## src/hw/rtl/iou_pkg.sv

```systemverilog
// Shared types and constants for the interval IoU cluster matcher.
package iou_pkg;

  localparam int unsigned TimeW    = 18;
  localparam int unsigned ScoreW   = 18;
  localparam int unsigned ThrW     = 17;
  localparam int unsigned TallyW   = 8;
  localparam int unsigned SelW     = 2;
  localparam int unsigned CfgIdxW  = 2;
  localparam int unsigned CfgDataW = 17;
  localparam int unsigned NumClus  = 3;

  // Fraction bits of the pair score; the score and threshold widths are set on their own above
  localparam int unsigned FracBits = 16;

  localparam logic [CfgIdxW-1:0] CfgIdxThreshold = 2'd0;
  localparam logic [CfgIdxW-1:0] CfgIdxMinHits   = 2'd1;

  localparam logic [ThrW-1:0]   ThresholdReset = '0;
  localparam logic [TallyW-1:0] MinHitsReset   = 8'd10;
  localparam logic [TallyW-1:0] TallyMax       = 8'd255;

  // Cluster pairs in scoring order
  localparam logic [1:0] PairAB = 2'd0;
  localparam logic [1:0] PairAC = 2'd1;
  localparam logic [1:0] PairBC = 2'd2;

  localparam logic [1:0] NclusTwo   = 2'd2;
  localparam logic [1:0] NclusThree = 2'd3;

  typedef enum logic [2:0] {
    StIdle,
    StEval,
    StDiv,
    StAcc,
    StDone
  } iou_state_e;

  typedef struct packed {
    logic track;      // take the hit into the trackers
    logic close;      // group ends with this hit
    logic load;       // set up the divider for the current pair
    logic step;       // one quotient bit
    logic reject;     // mark the group as rejected
    logic accum;      // add the pair score to the sum
    logic next_pair;  // advance to the next pair
    logic emit;       // present the result and clear the trackers
  } iou_cmd_t;

  typedef struct packed {
    logic pair_fail;
    logic pair_zero;
    logic div_done;
    logic thr_fail;
    logic more_pairs;
  } iou_status_t;

endpackage

```

## src/hw/rtl/iou_ctrl.sv

```systemverilog
// Group-end sequencer for the interval IoU cluster matcher.
module iou_ctrl import iou_pkg::*; (
  input  logic        clk_i,
  input  logic        rst_ni,
  input  logic        start_i,
  input  logic        last_hit_i,
  input  iou_status_t status_i,
  output iou_cmd_t    cmd_o,
  output logic        busy_o
);

  iou_state_e state_q, state_d;

  always_ff @(posedge clk_i or negedge rst_ni) begin
    if (!rst_ni) begin
      state_q <= StIdle;
    end else begin
      state_q <= state_d;
    end
  end

  always_comb begin
    state_d = state_q;
    case (state_q)
      StIdle: begin
        if (start_i && last_hit_i) state_d = StEval;
      end
      StEval: begin
        if (status_i.pair_fail)      state_d = StDone;
        else if (status_i.pair_zero) state_d = StAcc;
        else                         state_d = StDiv;
      end
      StDiv: begin
        if (status_i.div_done) state_d = StAcc;
      end
      StAcc: begin
        if (status_i.thr_fail)        state_d = StDone;
        else if (status_i.more_pairs) state_d = StEval;
        else                          state_d = StDone;
      end
      StDone: state_d = StIdle;
      default: state_d = StIdle;
    endcase
  end

  always_comb begin
    cmd_o  = '0;
    busy_o = 1'b1;
    case (state_q)
      StIdle: begin
        busy_o      = 1'b0;
        cmd_o.track = start_i;
        cmd_o.close = start_i && last_hit_i;
      end
      StEval: begin
        cmd_o.load   = 1'b1;
        cmd_o.reject = status_i.pair_fail;
      end
      StDiv: begin
        cmd_o.step = 1'b1;
      end
      StAcc: begin
        cmd_o.reject    = status_i.thr_fail;
        cmd_o.accum     = !status_i.thr_fail;
        cmd_o.next_pair = !status_i.thr_fail && status_i.more_pairs;
      end
      StDone: begin
        cmd_o.emit = 1'b1;
      end
      default: begin
        busy_o = 1'b1;
      end
    endcase
  end

endmodule

```

## src/hw/rtl/iou_datapath.sv

```systemverilog
// Span trackers, pair checks, serial divider and score sum of the IoU matcher.
module iou_datapath import iou_pkg::*; #(
  parameter int unsigned MAX_TICKS = 9600
) (
  input  logic                clk_i,
  input  logic                rst_ni,
  input  iou_cmd_t            cmd_i,
  output iou_status_t         status_o,
  input  logic [SelW-1:0]     cluster_sel_i,
  input  logic [TimeW-1:0]    hit_time_i,
  input  logic [1:0]          group_clusters_i,
  input  logic                cfg_valid_i,
  input  logic [CfgIdxW-1:0]  cfg_index_i,
  input  logic [CfgDataW-1:0] cfg_data_i,
  output logic                done_o,
  output logic                matched_o,
  output logic [ScoreW-1:0]   score_o
);

  localparam int unsigned QW   = FracBits + 1;
  localparam int unsigned CntW = $clog2(FracBits + 1);
  localparam int unsigned CmpW = (QW > ThrW) ? QW : ThrW;
  localparam logic [TimeW-1:0] TimeCap = TimeW'(MAX_TICKS * 16);

  logic [ThrW-1:0]   thr_q;
  logic [TallyW-1:0] min_hits_q;

  logic [TimeW-1:0]  lo_q    [NumClus];
  logic [TimeW-1:0]  hi_q    [NumClus];
  logic [TallyW-1:0] tally_q [NumClus];

  logic [1:0]        nclus_q;
  logic [1:0]        pair_q;
  logic              ok_q;
  logic [ScoreW-1:0] total_q;

  logic [TimeW:0]    rem_q, rem_d;
  logic [TimeW-1:0]  div_q;
  logic [QW-1:0]     quo_q, quo_d;
  logic [CntW-1:0]   cnt_q;

  logic              done_q, matched_q;
  logic [ScoreW-1:0] score_q;

  logic [TimeW-1:0]  t_sat;
  logic [TimeW-1:0]  lo_a, hi_a, lo_b, hi_b, c_lo, c_hi, u_lo, u_hi, overlap, joint;
  logic [TallyW-1:0] tal_a, tal_b;
  logic [TimeW:0]    trial;

  // Configuration registers
  always_ff @(posedge clk_i or negedge rst_ni) begin
    if (!rst_ni) begin
      thr_q      <= ThresholdReset;
      min_hits_q <= MinHitsReset;
    end else if (cfg_valid_i) begin
      if (cfg_index_i == CfgIdxThreshold) thr_q      <= cfg_data_i[ThrW-1:0];
      if (cfg_index_i == CfgIdxMinHits)   min_hits_q <= cfg_data_i[TallyW-1:0];
    end
  end

  assign t_sat = (hit_time_i > TimeCap) ? TimeCap : hit_time_i;

  // Trackers: one min/max/count per cluster
  for (genvar i = 0; i < NumClus; i++) begin : g_trk
    always_ff @(posedge clk_i or negedge rst_ni) begin
      if (!rst_ni) begin
        lo_q[i]    <= TimeCap;
        hi_q[i]    <= '0;
        tally_q[i] <= '0;
      end else if (cmd_i.emit) begin
        lo_q[i]    <= TimeCap;
        hi_q[i]    <= '0;
        tally_q[i] <= '0;
      end else if (cmd_i.track && cluster_sel_i == SelW'(i)) begin
        if (t_sat < lo_q[i]) lo_q[i] <= t_sat;
        if (t_sat > hi_q[i]) hi_q[i] <= t_sat;
        if (tally_q[i] != TallyMax) tally_q[i] <= tally_q[i] + 8'd1;
      end
    end
  end

  // Pick the two clusters of the current pair
  always_comb begin
    case (pair_q)
      PairAC: begin
        lo_a = lo_q[0]; hi_a = hi_q[0]; tal_a = tally_q[0];
        lo_b = lo_q[2]; hi_b = hi_q[2]; tal_b = tally_q[2];
      end
      PairBC: begin
        lo_a = lo_q[1]; hi_a = hi_q[1]; tal_a = tally_q[1];
        lo_b = lo_q[2]; hi_b = hi_q[2]; tal_b = tally_q[2];
      end
      default: begin
        lo_a = lo_q[0]; hi_a = hi_q[0]; tal_a = tally_q[0];
        lo_b = lo_q[1]; hi_b = hi_q[1]; tal_b = tally_q[1];
      end
    endcase
  end

  assign c_lo    = (lo_a > lo_b) ? lo_a : lo_b;
  assign c_hi    = (hi_a < hi_b) ? hi_a : hi_b;
  assign u_lo    = (lo_a < lo_b) ? lo_a : lo_b;
  assign u_hi    = (hi_a > hi_b) ? hi_a : hi_b;
  assign overlap = c_hi - c_lo;
  assign joint   = (u_hi >= u_lo) ? (u_hi - u_lo) : '0;

  assign status_o.pair_fail = (nclus_q < NclusTwo) || (tal_a < min_hits_q) ||
                              (tal_b < min_hits_q) || (hi_b < lo_a) ||
                              (lo_b > hi_a) || (c_hi < c_lo);
  assign status_o.pair_zero  = (joint == '0);
  assign status_o.div_done   = (cnt_q == CntW'(FracBits));
  assign status_o.thr_fail   = CmpW'(quo_q) < CmpW'(thr_q);
  assign status_o.more_pairs = (nclus_q == NclusThree) && (pair_q != PairBC);

  // Restoring divider: first bit weighs one, then a shift each step
  assign trial = (cnt_q == '0) ? rem_q : {rem_q[TimeW-1:0], 1'b0};

  always_comb begin
    if (trial >= {1'b0, div_q}) begin
      rem_d = trial - {1'b0, div_q};
      quo_d = {quo_q[QW-2:0], 1'b1};
    end else begin
      rem_d = trial;
      quo_d = {quo_q[QW-2:0], 1'b0};
    end
  end

  always_ff @(posedge clk_i) begin
    if (cmd_i.load) begin
      rem_q <= {1'b0, overlap};
      div_q <= joint;
      quo_q <= status_o.pair_zero ? (QW'(1) << FracBits) : '0;
      cnt_q <= '0;
    end else if (cmd_i.step) begin
      rem_q <= rem_d;
      quo_q <= quo_d;
      cnt_q <= cnt_q + CntW'(1);
    end
  end

  // Group bookkeeping
  always_ff @(posedge clk_i or negedge rst_ni) begin
    if (!rst_ni) begin
      nclus_q <= '0;
      pair_q  <= PairAB;
      ok_q    <= 1'b0;
      total_q <= '0;
    end else begin
      if (cmd_i.close) begin
        nclus_q <= group_clusters_i;
        pair_q  <= PairAB;
        ok_q    <= 1'b1;
        total_q <= '0;
      end
      if (cmd_i.reject)    ok_q    <= 1'b0;
      if (cmd_i.accum)     total_q <= total_q + ScoreW'(quo_q);
      if (cmd_i.next_pair) pair_q  <= pair_q + 2'd1;
    end
  end

  // Result register: one-cycle strobe
  always_ff @(posedge clk_i or negedge rst_ni) begin
    if (!rst_ni) begin
      done_q <= 1'b0;
    end else begin
      done_q <= cmd_i.emit;
    end
  end

  always_ff @(posedge clk_i) begin
    if (cmd_i.emit) begin
      matched_q <= ok_q;
      score_q   <= ok_q ? total_q : '0;
    end
  end

  assign done_o    = done_q;
  assign matched_o = matched_q;
  assign score_o   = score_q;

endmodule

```

## src/hw/rtl/interval_iou_cluster_match_core.sv

```systemverilog
// Top level of the interval IoU cluster matcher: sequencer plus datapath.
//
//   channel  | handshake                 | payload
//   ---------+---------------------------+------------------------------------------
//   hit in   | start_i, busy_o           | cluster_sel_i, hit_time_i, group_clusters_i,
//            |                           | last_hit_i
//   result   | done_o (one-cycle strobe) | matched_o, score_o
//   config   | cfg_valid_i, cfg_ready_o  | cfg_index_i, cfg_data_i
//
// A hit without last_hit leaves busy_o low; hits may arrive back to back.
// A last hit holds busy_o while each pair is checked, run through the
// bit-serial divider and added to the score, and then while the result
// is emitted; two clusters give one pair, three clusters give three pairs.
// A failed pair ends early and a zero-length span skips the divider.
// The result strobe follows in the cycle busy_o drops. The receiver cannot
// stall; no reset sweep.
module interval_iou_cluster_match_core import iou_pkg::*; #(
  parameter int unsigned MAX_TICKS = 9600
) (
  input  logic                clk_i,
  input  logic                rst_ni,
  input  logic                start_i,
  output logic                busy_o,
  input  logic [SelW-1:0]     cluster_sel_i,
  input  logic [TimeW-1:0]    hit_time_i,
  input  logic [1:0]          group_clusters_i,
  input  logic                last_hit_i,
  output logic                done_o,
  output logic                matched_o,
  output logic [ScoreW-1:0]   score_o,
  input  logic                cfg_valid_i,
  output logic                cfg_ready_o,
  input  logic [CfgIdxW-1:0]  cfg_index_i,
  input  logic [CfgDataW-1:0] cfg_data_i
);

  iou_cmd_t    cmd;
  iou_status_t status;

  assign cfg_ready_o = 1'b1;

  iou_ctrl u_ctrl (
    .clk_i      (clk_i),
    .rst_ni     (rst_ni),
    .start_i    (start_i),
    .last_hit_i (last_hit_i),
    .status_i   (status),
    .cmd_o      (cmd),
    .busy_o     (busy_o)
  );

  iou_datapath #(
    .MAX_TICKS (MAX_TICKS)
  ) u_datapath (
    .clk_i            (clk_i),
    .rst_ni           (rst_ni),
    .cmd_i            (cmd),
    .status_o         (status),
    .cluster_sel_i    (cluster_sel_i),
    .hit_time_i       (hit_time_i),
    .group_clusters_i (group_clusters_i),
    .cfg_valid_i      (cfg_valid_i && cfg_ready_o),
    .cfg_index_i      (cfg_index_i),
    .cfg_data_i       (cfg_data_i),
    .done_o           (done_o),
    .matched_o        (matched_o),
    .score_o          (score_o)
  );

  a_done_idle: assert property (@(posedge clk_i) disable iff (!rst_ni)
    done_o |-> !busy_o)
    else $error("result strobe while busy");

  a_last_busy: assert property (@(posedge clk_i) disable iff (!rst_ni)
    (start_i && !busy_o && last_hit_i) |=> busy_o)
    else $error("group end did not start scoring");

  a_reject_zero: assert property (@(posedge clk_i) disable iff (!rst_ni)
    (done_o && !matched_o) |-> (score_o == '0))
    else $error("rejected group carries a score");

  a_strobe_once: assert property (@(posedge clk_i) disable iff (!rst_ni)
    done_o |=> !done_o)
    else $error("result strobe longer than one cycle");

endmodule

```

## config.mk

```make
export PLATFORM = sky130hd
export DESIGN_NAME = interval_iou_cluster_match_core
export DESIGN_NICKNAME = d
export VERILOG_FILES = /design/src/hw/rtl/iou_pkg.sv /design/src/hw/rtl/iou_ctrl.sv /design/src/hw/rtl/iou_datapath.sv /design/src/hw/rtl/interval_iou_cluster_match_core.sv
export SDC_FILE = /design/constraint.sdc
export NUM_CORES = 1
export LEC_CHECK = 0
export ABC_AREA = 1
export BUFFER_PORTS_ARGS = -buffer_cell sky130_fd_sc_hd__buf_2
export CAP_MARGIN = 20
export CORE_ASPECT_RATIO = 1.5
export CORE_MARGIN = 4
export CORE_UTILIZATION = 35
export CTS_CLUSTER_SIZE = 28
export DETAILED_ROUTE_END_ITERATION = 10
export GPL_TIMING_DRIVEN = 0
export PLACE_DENSITY_LB_ADDON = 0.05
export SETUP_SLACK_MARGIN = 0.1
export SLEW_MARGIN = 25
export SYNTH_ARGS = -nofsm -noshare
export SYNTH_HDL_FRONTEND = slang
export SYNTH_HIERARCHICAL = 1
export SYNTH_SLANG_ARGS = --single-unit
```

## constraint.sdc

```tcl
create_clock -name clk_i -period 5.7 [get_ports clk_i]
set_input_delay 0.57 -clock clk_i [delete_from_list [all_inputs] [get_ports clk_i]]
set_output_delay 0.57 -clock clk_i [all_outputs]
set_load 0.01 [all_outputs]
```

==> results.sh, run 1 <==
export IMPL_status="finished clean"
export IMPL_overflow=0
export IMPL_dieHeight_um=314
export IMPL_min_path_type="in -> reg"
export IMPL_insertedDiodeCount=0
export IMPL_r2r_cells=25
export IMPL_clockBufferDepth=3
export IMPL_fp_dieW_um=212
export IMPL_avgRoutedWirePerCell_um=20.2
export IMPL_cts_root_buf="clkbuf_16"
export IMPL_dieArea_um2=66600
export IMPL_crit_path_end_kind="flop"
export IMPL_syn_area_um2=21900
export IMPL_path_max_fanout=10
export IMPL_slew_headroom=0.321
export IMPL_top_usage_layer="met2"
export IMPL_ant_nets=0
export IMPL_grt_use_met3=0.0187
export IMPL_core_um2=62100
export IMPL_synth_area_top_cells="dfrtp_1, ha_1, nand2_1"
export IMPL_final_common_cell="nand2_1"
export IMPL_clock_latency_ns=0.62
export IMPL_netlist_cell_type_count=62
export IMPL_drive_above_1_share=0.114
export IMPL_clk_pin_slew_worst_paths_ns=0.07
export IMPL_dp_hpwl_um=66900
export IMPL_finalSetupViolCount=0
export IMPL_grt_max_degree=85
export IMPL_yosysTopAreaCell="dfrtp_1"
export IMPL_synthesis_nets=3409
export IMPL_r2r_end="u_datapath/rem_q[14]"
export IMPL_fillers=6549
export IMPL_min_from="cfg_data_i[10]"
export IMPL_first_global_vias=21400
export IMPL_rsz0062_at_grt="true"
export IMPL_rr_startpoint="u_datapath/pair_q[0]"
export IMPL_vias_per_cell=5.24
export IMPL_clock_sinks=262
export IMPL_gr_usage_all_layers=0.240
export IMPL_port_buffers=66
export IMPL_num_vias=21200
export IMPL_fmax_ghz=0.184
export IMPL_numCtsBuffers=30
export IMPL_min_to="u_datapath/thr_q[10]"
export IMPL_maxCapViolCount=0
export IMPL_synth_edf_count=72
export IMPL_firstDrtPassIters=5
export IMPL_postSynthCellCount=3079
export IMPL_fin_skew_ns=0.0506
export IMPL_pin_count=68
export IMPL_tightest_slew_ns=1.02
export IMPL_htreeDepth=1
export IMPL_synth_seq_cells=262
export IMPL_async_flop_share=0.702
export IMPL_finalCriticalPeriod_ns=5.43
export IMPL_grt_util_met2=0.464
export IMPL_hold_depth=3
export IMPL_syn_avg_cell_area_um2=7.10
export IMPL_crit_path_start_kind="flop"
export IMPL_grt_use_met1=0.258
export IMPL_initial_utilization=0.352
export IMPL_finalCritPeriodShare=0.953
export IMPL_drcViolationCount=0
export IMPL_tns_ns=0
export IMPL_rows=112
export IMPL_antenna_found_initial=0
export IMPL_synth_top_area_share=0.195
export IMPL_grt_pass1_wl_um=124000
export IMPL_ys_warnings_count=6
export IMPL_finalMaxSlewViolations=0
export IMPL_critPathKind="reg -> reg"
export IMPL_cts_tree="built"
export IMPL_fin_nets=3545
export IMPL_critical_path_required_ns=6.03
export IMPL_yosysSeqAreaShare=0.316
export IMPL_finalHoldViolCount=0
export IMPL_drtIter0Drc=1130
export IMPL_totalWireLength_um=81500
export IMPL_syn_to_final_growth_pct=16.9
export IMPL_reg2reg_setup_slack_ns=0.27
export IMPL_ys_flop_type="dfrtp_1"
export IMPL_globalplace_congestion=0.919
export IMPL_layout_common_cells="nand2_1, inv_1, o21ai_0, ha_1, nand3_1"
export IMPL_critPathArrivalTime_ns=5.76
==> cell families after synthesis <==
| kind of cell | after synthesis | share of synthesized area |
|---|---|---|
| simple gates | 1242 | 0.240 |
| xor+xnor | 29 | 0.0116 |
| fa+ha+maj | 284 | 0.164 |
| compound gates | 675 | 0.166 |
| flops | 262 | 0.316 |
| buf+inv | 586 | 0.103 |
| other cells | 1 | 0.000171 |
==> through the flow <==
stage	setup slack [ns]	hold WS (ns)	utilization	std cells	cell area (um^2)
3_5_place_dp	-1.60	0.434	0.376	3949	23300
5_1_grt	0.0883	0.166	0.412	4037	25600
3_3_place_gp	-1.50	0.434	0.374	3943	23200
4_1_cts	0.100	0.158	0.404	4023	25100
6_report	0.269	0.198	0.412	4037	25600
2_1_floorplan	0.808	0.274	-	3079	21900
==> synthesized netlist by cell type (13+ instances only) <==
| cell type | count |
|---|---|
| a211oi_1 | 13 |
| a21oi_1 | 189 |
| buf_2 | 16 |
| clkbuf_1 | 60 |
| dfrtp_1 | 170 |
| dfstp_2 | 14 |
| edfxtp_1 | 72 |
| ha_1 | 280 |
| inv_1 | 484 |
| nand2_1 | 705 |
| nand3_1 | 212 |
| nand4_1 | 38 |
| nor2_1 | 208 |
| nor3_1 | 39 |
| o211ai_1 | 13 |
| o21ai_0 | 364 |
| o21ai_1 | 46 |
| xnor2_1 | 13 |
| xor2_1 | 16 |
==> worst max path at each step <==
stage                               from              endpoint  slack [ns]  cells after the start
finish              u_datapath/pair_q[0]  u_datapath/rem_q[14]        0.27                     25
global route        u_datapath/pair_q[0]  u_datapath/rem_q[15]        0.09                     27
CTS                 u_datapath/pair_q[0]     u_ctrl/state_q[0]        0.10                     37
detailed placement  u_datapath/pair_q[0]     u_ctrl/state_q[0]       -1.60                     36
global placement    u_datapath/pair_q[0]     u_ctrl/state_q[0]       -1.50                     36
floorplan           u_datapath/pair_q[0]     u_ctrl/state_q[0]        0.81                     37
==> sequential cells by signal, indices dropped and copies added (netlist names), 17 cells and up <==
name / cells
u_datapath/thr_q: 17
u_datapath/score_o: 18
u_datapath/tally_q: 24
u_datapath/rem_q: 19
u_datapath/quo_q: 17
u_datapath/hi_q: 54
u_datapath/total_q: 18
u_datapath/lo_q: 54
u_datapath/div_q: 18
==> critical path, stage by stage, from the launching register on <==
cell and delay [ns]:
dfrtp_1 0.37, inv_1 0.07, ha_1 0.21, buf_6 0.15, clkbuf_4 0.22, clkbuf_8 0.21
nand2_1 0.07, o21ai_0 0.19, ha_1 0.36, nand4_1 0.16, nor2_4 0.22, nand2_1 0.12
o41ai_4 0.38, buf_4 0.20, clkbuf_2 0.25, o21ai_0 0.15, ha_2 0.36, a21oi_1 0.22
nor2_1 0.06, o21ai_0 0.23, nand2_1 0.14, o21ai_1 0.20, o211ai_1 0.14, or2_2 0.29
nand3_1 0.08, nand2_1 0.06
==> metal layers <==
metal,wire (um),share of wire
met1,30900,0.38
met2,43300,0.53
met3,2200,0.027
met4,5100,0.063
met5,0,0
==> timing repair <==
action / in CTS / in global routing
hold buffers: 1 / 0
gates resized for setup: 176 / 114
buffers inserted: 17 / 13
endpoints found under the hold margin: 33 / 0
endpoints found under the setup margin: 39 / 14
pin swaps: 14 / 26
gates cloned: 0 / 1
==> layout make-up <==
| cell class | instances | area (um^2) | area share |
|---|---|---|---|
| clock buffers | 34 | 818 | 0.0320 |
| flip-flops and latches | 262 | 6900 | 0.270 |
| inverters | 494 | 1850 | 0.0726 |
| multi-input cells | 2231 | 13400 | 0.524 |
| clock inverters | 22 | 275 | 0.0108 |
| well taps | 798 | 998 | 0.0391 |
| plain buffers | 92 | 608 | 0.0238 |
| repair buffers | 104 | 713 | 0.0279 |
Power of run 1 is not shown: default switching activity piles up to over one toggle a cycle in this logic, so the estimate is an artifact.
==> run 2: changes to the inputs <==
--- a/config.mk
+++ b/config.mk
@@ -14,6 +14,7 @@
 export CTS_CLUSTER_SIZE = 28
 export DETAILED_ROUTE_END_ITERATION = 10
 export GPL_TIMING_DRIVEN = 0
+export MAX_ROUTING_LAYER = met4
 export PLACE_DENSITY_LB_ADDON = 0.05
 export SETUP_SLACK_MARGIN = 0.1
 export SLEW_MARGIN = 25
==> run 2 against run 1 <==
Fmax grew 0.43%. Final cell count is essentially flat. Clock-buffer cell count grew 9. Cell area shrank 0.88%. Worst hold slack gained 0.0062 ns. Critical path type unchanged. Utilization shrank 0.36 points. Routed wire length shrank 1.6%. Die area is the same. Register-to-register slack gained 0.02 ns. Worst setup slack gained 0.023 ns.
==> results.sh, run 2 (same netlist as run 1, synthesis figures left out) <==
export IMPL_status="finished clean"
export IMPL_fillers=6567
export IMPL_crit_path_start_kind="flop"
export IMPL_clk_pin_slew_worst_paths_ns=0.06
export IMPL_antenna_found_initial=0
export IMPL_dp_hpwl_um=66700
export IMPL_cts_tree="built"
export IMPL_worst_path_buf_inv=6
export IMPL_maxCapViolCount=0
export IMPL_r2r_cells=25
export IMPL_tightest_slew_ns=0.968
export IMPL_top_regs="u_datapath/hi_q (54), u_datapath/lo_q (54), u_datapath/tally_q (24)"
export IMPL_final_util=0.408
export IMPL_overflow=0
export IMPL_syn_to_final_growth_pct=15.8
export IMPL_fin_skew_ns=0.0106
export IMPL_finalMaxSlewViolations=0
export IMPL_initial_utilization=0.352
export IMPL_fp_dieW_um=212
export IMPL_clockBufferDepth=3
export IMPL_firstDrtPassIters=5
export IMPL_fin_nets=3542
export IMPL_rsz0062_at_grt="false"
export IMPL_cp_depth=25
export IMPL_cp_top_family="compound AO/OA/AOI/OAI gates"
export IMPL_clock_sinks=262
export IMPL_drive_above_1_share=0.105
export IMPL_crit_path_end_kind="flop"
export IMPL_final_area_um2=25300
export IMPL_drcViolationCount=0
export IMPL_finalCriticalPeriod_ns=5.41
export IMPL_critPathSlowestCell="dfrtp_1"
export IMPL_critPathArrivalTime_ns=5.76
export IMPL_finalCritPeriodShare=0.949
export IMPL_cts_root_buf="clkbuf_16"
export IMPL_dieArea_um2=66600
export IMPL_hold_depth=3
export IMPL_vias_per_cell=5.17
export IMPL_grt_pass1_wl_um=122000
export IMPL_fmax_ghz=0.185
export IMPL_avgRoutedWirePerCell_um=19.9
export IMPL_numCtsBuffers=31
export IMPL_pin_count=68
export IMPL_slowest_delay_ns=0.42
export IMPL_placed_cell_area_um2=23300
export IMPL_finalSetupViolCount=0
export IMPL_final_common_cell="nand2_1"
export IMPL_layout_common_cells="nand2_1, inv_1, o21ai_0, ha_1, nand3_1"
export IMPL_drtIter0Drc=1038
export IMPL_ant_nets=0
export IMPL_finalHoldViolCount=0
export IMPL_num_vias=20900
export IMPL_core_um2=62100
export IMPL_tns_ns=0
export IMPL_gr_usage_all_layers=0.244
export IMPL_min_path_type="in -> reg"
export IMPL_globalplace_congestion=0.928
export IMPL_rows=112
export IMPL_critPathMostFrequentCell="nand2_1"
export IMPL_first_global_vias=21100
export IMPL_path_max_fanout=10
export IMPL_htreeDepth=1
export IMPL_critical_path_required_ns=6.05
export IMPL_critPathKind="reg -> reg"
export IMPL_clock_latency_ns=0.61
export IMPL_dieHeight_um=314
export IMPL_slew_headroom=0.355
export IMPL_port_buffers=66
export IMPL_totalWireLength_um=80200
export IMPL_grt_max_degree=82
==> run 2: cell count changes in the layout (fill, tap and decap cells not counted), moves of 3 or more <==
cell,change
nand2_2,-13
nand2_1,+12
clkbuf_1,+7
buf_4,-6
o21ai_1,+6
o21ai_4,-6
clkinv_2,+5
clkinv_4,-5
buf_6,+4
clkbuf_4,+4
clkinvlp_4,-4
clkbuf_16,-3
clkbuf_2,-3
==> run 2: worst paths after layout <==
path,startpoint,endpoint,slack [ns]
min,group_clusters_i[1],u_datapath/nclus_q[1],0.20
max,u_datapath/pair_q[1],u_datapath/rem_q[14],0.29
max reg2reg,u_datapath/pair_q[1],u_datapath/rem_q[14],0.29
max in group asynchronous,rst_ni,u_datapath/min_hits_q[3],4.11
min in group asynchronous,rst_ni,u_datapath/hi_q[49],0.41
min reg2reg,u_datapath/ok_q,u_datapath/matched_o,0.44
==> run 2: layer usage <==
metal  share of wire  global-route usage  vias to the layer above
met4           0.055               0.105                        0
met3           0.028              0.0188                      163
li1                -                   -                    10500
met1            0.37               0.253                     9779
met5               0                   -                        -
met2            0.54               0.466                      430
==> run 2: metrics by stage <==
stage | std cells | hold slack [ns] | worst slack (ns)
floorplan | 3079 | 0.274 | 0.808
global placement | 3943 | 0.432 | -1.43
detailed placement | 3949 | 0.429 | -1.49
CTS | 4018 | 0.171 | 0.0441
global route | 4035 | 0.162 | 0.0928
finish | 4036 | 0.205 | 0.292
==> run 2: repair_timing <==
item                                   4_1_cts  5_1_grt
endpoints found under the hold margin       18        0
setup endpoints to repair                   40       16
hold buffers                                 1        0
pin swaps                                   11       14
resized for setup                          145      126
buffers inserted                            10       15
cloned                                       0        2
==> run 2: cell type report <==
class	instances	area [um^2]	share of cell area
Antenna cell	1	2.50	0.0000988
Buffer	92	587	0.0232
Clock buffer	43	872	0.0344
Clock inverter	15	160	0.00632
Inverter	494	1850	0.0732
Multi-Input combinational cell	2231	13300	0.524
Sequential cell	262	6900	0.273
Tap cell	798	998	0.0394
Timing Repair Buffer	100	683	0.0270
==> run 2: worst register-to-register path, delay by kind of cell (launching register included) <==
family / cells / cell delay [ns]
and+or+nand+nor: 9 / 1.30
buffers and inverters: 6 / 1.03
adders and majority gates: 3 / 1.03
DFF: 1 / 0.42
AOI/OAI and AO/OA: 7 / 1.38
Power of run 2 is left out for the same reason.
